## src/rtl/prl_pkg.sv

```systemverilog
`default_nettype none

package prl_pkg;

   localparam int LIST_DEPTH    = 16;
   localparam int IDX_W         = $clog2(LIST_DEPTH);
   localparam int CNT_W         = $clog2(LIST_DEPTH + 1);
   localparam int FUNC_W        = 3;
   localparam int POS_W         = 5;
   localparam int CARD_W        = 31;
   localparam int BAL_W         = 32;
   localparam int ENTRY_COUNT_W = 5;
   localparam int ERR_W         = 2;
   // common width for comparing a request position against the count
   localparam int CMP_W         = (POS_W > CNT_W) ? POS_W : CNT_W;

   typedef enum logic [FUNC_W-1:0] {
      FN_PUSH_FRONT = 3'd0,
      FN_PUSH_BACK  = 3'd1,
      FN_POP_FRONT  = 3'd2,
      FN_POP_BACK   = 3'd3,
      FN_INSERT     = 3'd4,
      FN_ERASE      = 3'd5
   } func_type;

   typedef enum logic [ERR_W-1:0] {
      ERR_OK      = 2'd0,
      ERR_BAD_POS = 2'd1,
      ERR_FULL    = 2'd2,
      ERR_EMPTY   = 2'd3
   } err_type;

   typedef enum logic [2:0] {
      ST_IDLE,
      ST_MOVE,
      ST_PLACE,
      ST_PEEK_FRONT,
      ST_PEEK_BACK,
      ST_REPLY
   } state_type;

   typedef struct packed {
      logic [CARD_W-1:0]       card;
      logic signed [BAL_W-1:0] balance;
   } rec_type;

endpackage

`default_nettype wire

```

## src/rtl/prl_store.sv

```systemverilog
`default_nettype none

module prl_store (
   input  wire logic                    clock,
   input  wire logic                    wr_en,
   input  wire logic [prl_pkg::IDX_W-1:0] wr_addr,
   input  wire prl_pkg::rec_type        wr_data,
   input  wire logic [prl_pkg::IDX_W-1:0] rd_addr,
   output prl_pkg::rec_type             rd_data
);
   import prl_pkg::*;

   rec_type mem [LIST_DEPTH];
   rec_type rd_data_ff;

   always_ff @(posedge clock) begin
      if (wr_en) begin
         mem[wr_addr] <= wr_data;
      end
      rd_data_ff <= mem[rd_addr];
   end

   assign rd_data = rd_data_ff;

endmodule

`default_nettype wire

```

## src/rtl/positional_record_list_unit.sv

```systemverilog
`default_nettype none
// Steps from accept to rsp_valid: a request that changes nothing (error or unknown func)
//   runs PEEK_FRONT, PEEK_BACK, REPLY; insert/push run MOVE and PLACE first, pop/erase MOVE.
// Flow: one beat in flight; REPLY waits while rsp_stall holds the output. req_stall drops
//   at the edge that loads the result, so the next beat can go in the cycle after.
// The shift walks the record RAM one entry per cycle through its single read port.
// Reset (synchronous, active high) empties the list and drops rsp_valid; RAM is not cleared.

module positional_record_list_unit (
   input  wire logic                            clock,
   input  wire logic                            reset,
   input  wire logic                            req_valid,
   output logic                                 req_stall,
   input  wire logic [prl_pkg::FUNC_W-1:0]      req_func,
   input  wire logic [prl_pkg::POS_W-1:0]       req_position,
   input  wire logic [prl_pkg::CARD_W-1:0]      req_card_number,
   input  wire logic signed [prl_pkg::BAL_W-1:0] req_balance,
   output logic                                 rsp_valid,
   input  wire logic                            rsp_stall,
   output logic [prl_pkg::ENTRY_COUNT_W-1:0]    rsp_entry_count,
   output logic                                 rsp_is_empty,
   output logic [prl_pkg::ERR_W-1:0]            rsp_error_code,
   output logic [prl_pkg::CARD_W-1:0]           rsp_front_card,
   output logic signed [prl_pkg::BAL_W-1:0]     rsp_front_balance,
   output logic [prl_pkg::CARD_W-1:0]           rsp_back_card,
   output logic signed [prl_pkg::BAL_W-1:0]     rsp_back_balance
);
   import prl_pkg::*;

   state_type               state_ff, state_in;
   logic [CNT_W-1:0]        count_ff, count_in;
   logic [CNT_W-1:0]        left_ff, left_in;
   logic [IDX_W-1:0]        src_ff, src_in;
   logic                    up_ff, up_in;
   logic                    ins_ff, ins_in;
   logic                    pend_vld_ff, pend_vld_in;
   logic [IDX_W-1:0]        pend_dst_ff, pend_dst_in;
   logic [IDX_W-1:0]        place_idx_ff, place_idx_in;
   rec_type                 new_rec_ff, new_rec_in;
   err_type                 err_ff, err_in;
   rec_type                 front_ff, front_in;

   logic                    rsp_valid_ff, rsp_valid_in;
   logic [ENTRY_COUNT_W-1:0] rsp_count_ff, rsp_count_in;
   logic                    rsp_empty_ff, rsp_empty_in;
   err_type                 rsp_err_ff, rsp_err_in;
   rec_type                 rsp_front_ff, rsp_front_in;
   rec_type                 rsp_back_ff, rsp_back_in;

   logic                    mem_we;
   logic [IDX_W-1:0]        mem_wa;
   rec_type                 mem_wd;
   logic [IDX_W-1:0]        mem_ra;
   rec_type                 mem_rd;

   logic                    req_acc;
   logic                    out_free;
   logic [CMP_W-1:0]        pos_x;
   logic [CMP_W-1:0]        cnt_x;
   logic                    full;
   logic                    empty;
   logic                    do_ins;
   logic                    do_rem;
   logic [CNT_W-1:0]        tgt;
   logic [IDX_W-1:0]        back_idx;

   prl_store u_store (
      .clock   (clock),
      .wr_en   (mem_we),
      .wr_addr (mem_wa),
      .wr_data (mem_wd),
      .rd_addr (mem_ra),
      .rd_data (mem_rd)
   );

   assign req_stall = (state_ff != ST_IDLE);
   assign req_acc   = req_valid && !req_stall;
   assign out_free  = !rsp_valid_ff || !rsp_stall;
   assign pos_x     = CMP_W'(req_position);
   assign cnt_x     = CMP_W'(count_ff);
   assign full      = (count_ff >= CNT_W'(LIST_DEPTH));
   assign empty     = (count_ff == '0);
   assign back_idx  = IDX_W'(count_ff - CNT_W'(1));

   // request decode
   always_comb begin
      do_ins = 1'b0;
      do_rem = 1'b0;
      tgt    = '0;
      err_in = ERR_OK;
      unique case (req_func)
         FN_PUSH_FRONT: begin
            if (full) err_in = ERR_FULL;
            else      do_ins = 1'b1;
         end
         FN_PUSH_BACK: begin
            tgt = count_ff;
            if (full) err_in = ERR_FULL;
            else      do_ins = 1'b1;
         end
         FN_POP_FRONT: begin
            if (empty) err_in = ERR_EMPTY;
            else       do_rem = 1'b1;
         end
         FN_POP_BACK: begin
            tgt = count_ff - CNT_W'(1);
            if (empty) err_in = ERR_EMPTY;
            else       do_rem = 1'b1;
         end
         FN_INSERT: begin
            tgt = CNT_W'(pos_x);
            if (full)               err_in = ERR_FULL;
            else if (pos_x > cnt_x) err_in = ERR_BAD_POS;
            else                    do_ins = 1'b1;
         end
         FN_ERASE: begin
            tgt = CNT_W'(pos_x);
            if (empty)               err_in = ERR_EMPTY;
            else if (pos_x >= cnt_x) err_in = ERR_BAD_POS;
            else                     do_rem = 1'b1;
         end
         default: ;
      endcase
   end

   // sequencer
   always_comb begin
      state_in     = state_ff;
      count_in     = count_ff;
      left_in      = left_ff;
      src_in       = src_ff;
      up_in        = up_ff;
      ins_in       = ins_ff;
      pend_vld_in  = 1'b0;
      pend_dst_in  = pend_dst_ff;
      place_idx_in = place_idx_ff;
      new_rec_in   = new_rec_ff;
      front_in     = front_ff;
      mem_we       = 1'b0;
      mem_wa       = pend_dst_ff;
      mem_wd       = mem_rd;
      mem_ra       = back_idx;
      rsp_valid_in = rsp_valid_ff && rsp_stall;
      rsp_count_in = rsp_count_ff;
      rsp_empty_in = rsp_empty_ff;
      rsp_err_in   = rsp_err_ff;
      rsp_front_in = rsp_front_ff;
      rsp_back_in  = rsp_back_ff;

      unique case (state_ff)
         ST_IDLE: begin
            if (req_acc) begin
               new_rec_in.card    = req_card_number;
               new_rec_in.balance = req_balance;
               place_idx_in       = IDX_W'(tgt);
               ins_in             = do_ins;
               up_in              = do_ins;
               if (do_ins) begin
                  left_in  = count_ff - tgt;
                  src_in   = back_idx;
                  count_in = count_ff + CNT_W'(1);
               end else begin
                  left_in  = count_ff - tgt - CNT_W'(1);
                  src_in   = IDX_W'(tgt + CNT_W'(1));
               end
               if (do_rem) count_in = count_ff - CNT_W'(1);
               state_in = (do_ins || do_rem) ? ST_MOVE : ST_PEEK_FRONT;
            end
         end
         ST_MOVE: begin
            // read one entry per cycle, write it one slot over on the next
            mem_ra = src_ff;
            if (pend_vld_ff) mem_we = 1'b1;
            if (left_ff != '0) begin
               left_in     = left_ff - CNT_W'(1);
               src_in      = up_ff ? src_ff - IDX_W'(1) : src_ff + IDX_W'(1);
               pend_vld_in = 1'b1;
               pend_dst_in = up_ff ? src_ff + IDX_W'(1) : src_ff - IDX_W'(1);
            end else if (!pend_vld_ff) begin
               state_in = ins_ff ? ST_PLACE : ST_PEEK_FRONT;
            end
         end
         ST_PLACE: begin
            mem_we   = 1'b1;
            mem_wa   = place_idx_ff;
            mem_wd   = new_rec_ff;
            state_in = ST_PEEK_FRONT;
         end
         ST_PEEK_FRONT: begin
            mem_ra   = '0;
            state_in = ST_PEEK_BACK;
         end
         ST_PEEK_BACK: begin
            front_in = mem_rd;
            state_in = ST_REPLY;
         end
         ST_REPLY: begin
            if (out_free) begin
               rsp_valid_in = 1'b1;
               rsp_count_in = ENTRY_COUNT_W'(count_ff);
               rsp_empty_in = empty;
               rsp_err_in   = err_ff;
               rsp_front_in = empty ? '0 : front_ff;
               rsp_back_in  = empty ? '0 : mem_rd;
               state_in     = ST_IDLE;
            end
         end
         default: state_in = ST_IDLE;
      endcase
   end

   always_ff @(posedge clock) begin
      if (reset) begin
         state_ff     <= ST_IDLE;
         count_ff     <= '0;
         pend_vld_ff  <= 1'b0;
         rsp_valid_ff <= 1'b0;
      end else begin
         state_ff     <= state_in;
         count_ff     <= count_in;
         pend_vld_ff  <= pend_vld_in;
         rsp_valid_ff <= rsp_valid_in;
      end
   end

   always_ff @(posedge clock) begin
      left_ff      <= left_in;
      src_ff       <= src_in;
      up_ff        <= up_in;
      ins_ff       <= ins_in;
      pend_dst_ff  <= pend_dst_in;
      place_idx_ff <= place_idx_in;
      new_rec_ff   <= new_rec_in;
      front_ff     <= front_in;
      rsp_count_ff <= rsp_count_in;
      rsp_empty_ff <= rsp_empty_in;
      rsp_err_ff   <= rsp_err_in;
      rsp_front_ff <= rsp_front_in;
      rsp_back_ff  <= rsp_back_in;
      if (req_acc) err_ff <= err_in;
   end

   assign rsp_valid         = rsp_valid_ff;
   assign rsp_entry_count   = rsp_count_ff;
   assign rsp_is_empty      = rsp_empty_ff;
   assign rsp_error_code    = rsp_err_ff;
   assign rsp_front_card    = rsp_front_ff.card;
   assign rsp_front_balance = rsp_front_ff.balance;
   assign rsp_back_card     = rsp_back_ff.card;
   assign rsp_back_balance  = rsp_back_ff.balance;

`ifndef SYNTHESIS
   a_count_bound: assert property (@(posedge clock) disable iff (reset)
      count_ff <= CNT_W'(LIST_DEPTH))
      else $error("record count above list depth");

   a_write_state: assert property (@(posedge clock) disable iff (reset)
      mem_we |-> (state_ff == ST_MOVE || state_ff == ST_PLACE))
      else $error("record RAM written outside shift or place");

   a_err_no_change: assert property (@(posedge clock) disable iff (reset)
      (req_acc && err_in != ERR_OK) |=> count_ff == $past(count_ff))
      else $error("failed request changed the count");

   a_move_drained: assert property (@(posedge clock) disable iff (reset)
      (state_ff == ST_MOVE && state_in != ST_MOVE) |-> (left_ff == '0 && !pend_vld_ff))
      else $error("shift left with beats still pending");

   a_rsp_empty: assert property (@(posedge clock) disable iff (reset)
      rsp_valid_ff |-> (rsp_empty_ff == (rsp_count_ff == '0)))
      else $error("empty flag disagrees with count");
`endif

endmodule

`default_nettype wire
```

## config.mk

```make
export PLATFORM = sky130hd
export DESIGN_NAME = positional_record_list_unit
export DESIGN_NICKNAME = d
export VERILOG_FILES = /design/src/rtl/prl_pkg.sv /design/src/rtl/prl_store.sv /design/src/rtl/positional_record_list_unit.sv
export SDC_FILE = /design/constraint.sdc
export NUM_CORES = 1
export LEC_CHECK = 0
export BUFFER_PORTS_ARGS = -buffer_cell sky130_fd_sc_hd__buf_2
export CAP_MARGIN = 20
export CORE_ASPECT_RATIO = 1.2
export CORE_UTILIZATION = 56
export DETAILED_ROUTE_END_ITERATION = 16
export PLACE_DENSITY = 0.73
export SLEW_MARGIN = 20
export SYNTH_ARGS = -nofsm -noshare
export SYNTH_HDL_FRONTEND = slang
export SYNTH_SLANG_ARGS = --single-unit
```

## constraint.sdc

```tcl
create_clock -name clock -period 22.4 [get_ports clock]
set_input_delay 3.36 -clock clock [delete_from_list [all_inputs] [get_ports clock]]
set_output_delay 3.36 -clock clock [all_outputs]
set_load 0.05 [all_outputs]
```

==> qor.yml <==
status: "complete, no violations"
irDropWorstVdd_uv: 207
yosys.area.top_type: "edfxtp_1"
critPathCaptureType: "flop"
grt_overflow: 0
drv_cap: 0
grt_pass1_vias: 26761
track_usage_pct: 22.3
synth_top_area_share_pct: 72.0
finalHoldViolations: 0
drive_gt1_share_pct: 17.0
worst_slack_ps: 16870
path_max_fanout: 12
hold_buffers: 0
rows: 124
clock_skew_ps: 25.7
die_w_um: 285
p_leak_uw: 0.0234
h-tree-depth: 4
clk_path_buf_depth: 3
syn_area_um2: 53700
drc_errors: 0
p_seq_share_pct: 44.2
cp-start-kind: "primary input"
synthFlopType: "edfxtp_1"
dp_hpwl_um: 55600
swShare_pct: 30.2
avgSynthCellArea_um2: 18.7
insertion_delay_ps: 730
portBuffers: 210
cts-buffers-inserted: 134
slew_viol_final: 0
drt-initial-drc-count: 1663
pwr-share-clk_pct: 27.7
period_share_pct: 24.7
clock-sinks: 1361
wl_per_cell_um: 24.1
arrival_ps: 6000
ys_ff_latch: 1361
pwr-share-comb_pct: 28.1
rsz0062_at_grt: "false"
dp_slack_ps: 16140
relSlewSlack_pct: 17.8
tns_ps: 0
area_growth_pct: 12.4
cts_resized: 0
ios: 211
vias: 25949
fin_nets: 3224
worstSetupPathType: "primary input to flop"
gp_congestion: 0.829
die_height_um: 341
finalSetupViolations: 0
grt_pass1_wl_um: 162000
p_sw_uw: 2380
synth_fp_nets: 2970
vias_per_cell: 5.77
ant_nets: 0
cts_root_buf: "clkbuf_16"
cts_tree: "built"
hp-class: "flop to flop"
p_int_uw: 5500
syn_inst: 2877
finalPower_uw: 7880
power.density_nw_per_um2: 131
drt_pass1_iterations: 5
cts.clk_slew.worst_paths_ps: 60
core_area_um2: 95100
grt_antenna_before_repair: 4
wirelength_um: 108000
required_ps: 22860
initial_utilization_pct: 56.4
synth_area_leaders: "edfxtp_1 (72%), mux2i_1 (18%), dfxtp_1 (2.7%)"
ys_types: 67
max_slew.worst_pin.slew_ps: 1230
post_cts_buffers: 0
async_reset_ff_share_pct: 0
die_area_um2: 97100
fmax_mhz: 181
synth_edf_count: 1288
grt_max_degree: 158
fin_crit_ps: 5530
ys_seq_area_share_pct: 74.8
synth-warning-count: 0
[cell type report]
| class | instances | area (um^2) |
|---|---|---|
| Antenna cell | 3 | 7.51 |
| Clock buffer | 176 | 3570 |
| Clock inverter | 67 | 724 |
| Fill cell | 6399 | 34800 |
| Inverter | 20 | 75.1 |
| Multi-Input combinational cell | 1357 | 12800 |
| Sequential cell | 1361 | 40100 |
| Tap cell | 1260 | 1580 |
| Timing Repair Buffer | 257 | 1510 |
[layer usage]
metal	up-vias	routed length, um	global-route usage, %
met4	0	2380	7.05
met1	13458	45300	28.9
li1	11672	-	-
met3	167	4680	3.38
met5	-	0	0
met2	652	56100	38.7
[power groups by stage]
stage                     registers [uW]  logic [uW]  clock network [uW]
after floorplan                     3490        1740                   0
after global placement              3530        2120                   0
after detailed placement            3530        2210                   0
after CTS                           3480        2230                2220
after global routing                3500        2380                2320
final                               3480        2220                2190
[path summary, 6_finish.rpt]
| check | startpoint | to | slack, ps | depth (start not counted) |
|---|---|---|---|---|
| max reg2reg | cnt_x[0] | u_store.rd_data[36] | 17640 | 11 |
| min reg2reg | err_ff[0] | rsp_error_code[0] | 430 | 0 |
| max | req_func[1] | left_ff[4] | 16870 | 11 |
| min | err_ff[0] | rsp_error_code[0] | 430 | 0 |
[cell usage after synthesis, drive strengths merged (3+ instances only)]
cell / number
a211oi: 4
a21oi: 17
a22oi: 4
a31oi: 6
a32oi: 3
and2b: 3
buf: 118
clkbuf: 21
dfxtp: 73
edfxtp: 1288
ha: 17
inv: 20
mux2: 64
mux2i: 953
nand2: 19
nand2b: 6
nand3: 6
nand4: 3
nor2: 36
nor2b: 130
nor3: 5
nor3b: 5
nor4b: 4
o21ai: 18
or3: 3
xnor2: 18
xor2: 7
[cells in the final DEF (no fill, tap or decap), types with 4 or more instances in the layout]
master and count:
nor3_1 4, nor2_4 17, clkinv_2 19, dfxtp_1 73, clkbuf_8 4, o21ai_0 11
bufinv_16 10, xor2_1 7, xnor2_1 18, nand3_1 6, clkbuf_16 135, clkinv_8 5
mux2i_1 953, a21oi_1 15, nand2b_1 6, inv_6 6, nor2_1 19, clkinvlp_4 5
mux2_2 63, inv_1 20, buf_2 210, nor2b_1 129, edfxtp_1 1288, a31oi_1 6
clkbuf_1 37, ha_1 17, nand2_1 19, o21ai_4 4, buf_4 39, clkinv_1 18
buf_12 5
[sequential cells by signal, indices dropped and copies added (netlist names), 2 cells and up]
register           flops
left_ff                5
rsp_back_card         31
rsp_entry_count        5
err_ff                 2
front_ff              63
src_ff                 4
rsp_front_balance     32
rsp_back_balance      32
new_rec_ff            63
rsp_front_card        31
cnt_x                  5
place_idx_ff           4
pend_dst_ff            4
u_store.mem         1008
rsp_error_code         2
state_ff               3
u_store.rd_data       63
[metrics by stage]
stage	area [um^2]	utilization (%)	hold slack, ps	std cells
after floorplan	53700	-	400	2877
after global routing	60400	63.5	440	4500
after detailed placement	56000	58.9	414	4253
after global placement	56000	58.9	403	4253
final	60400	63.5	426	4501
after CTS	60300	63.4	425	4496
[worst max-delay path: stages]
cell	delay [ps]
buf_2	200
and2b_2	300
a22oi_1	380
inv_1	160
ha_1	240
fa_1	530
ha_1	160
o211ai_1	130
nor3b_1	270
xnor2_1	140
o21ai_0	110
[kinds of logic after synthesis]
kind of cell	count (synthesis)	synth area share (%)
AO/OA/AOI/OAI	68	0.907
flip-flops	1361	74.8
AND/OR/NAND/NOR	229	2.56
multiplexers	1017	19.1
buffers and inverters	159	1.80
adder cells (fa/ha/maj)	18	0.434
XOR/XNOR	25	0.408
Power figures use the tool's default switching activity.
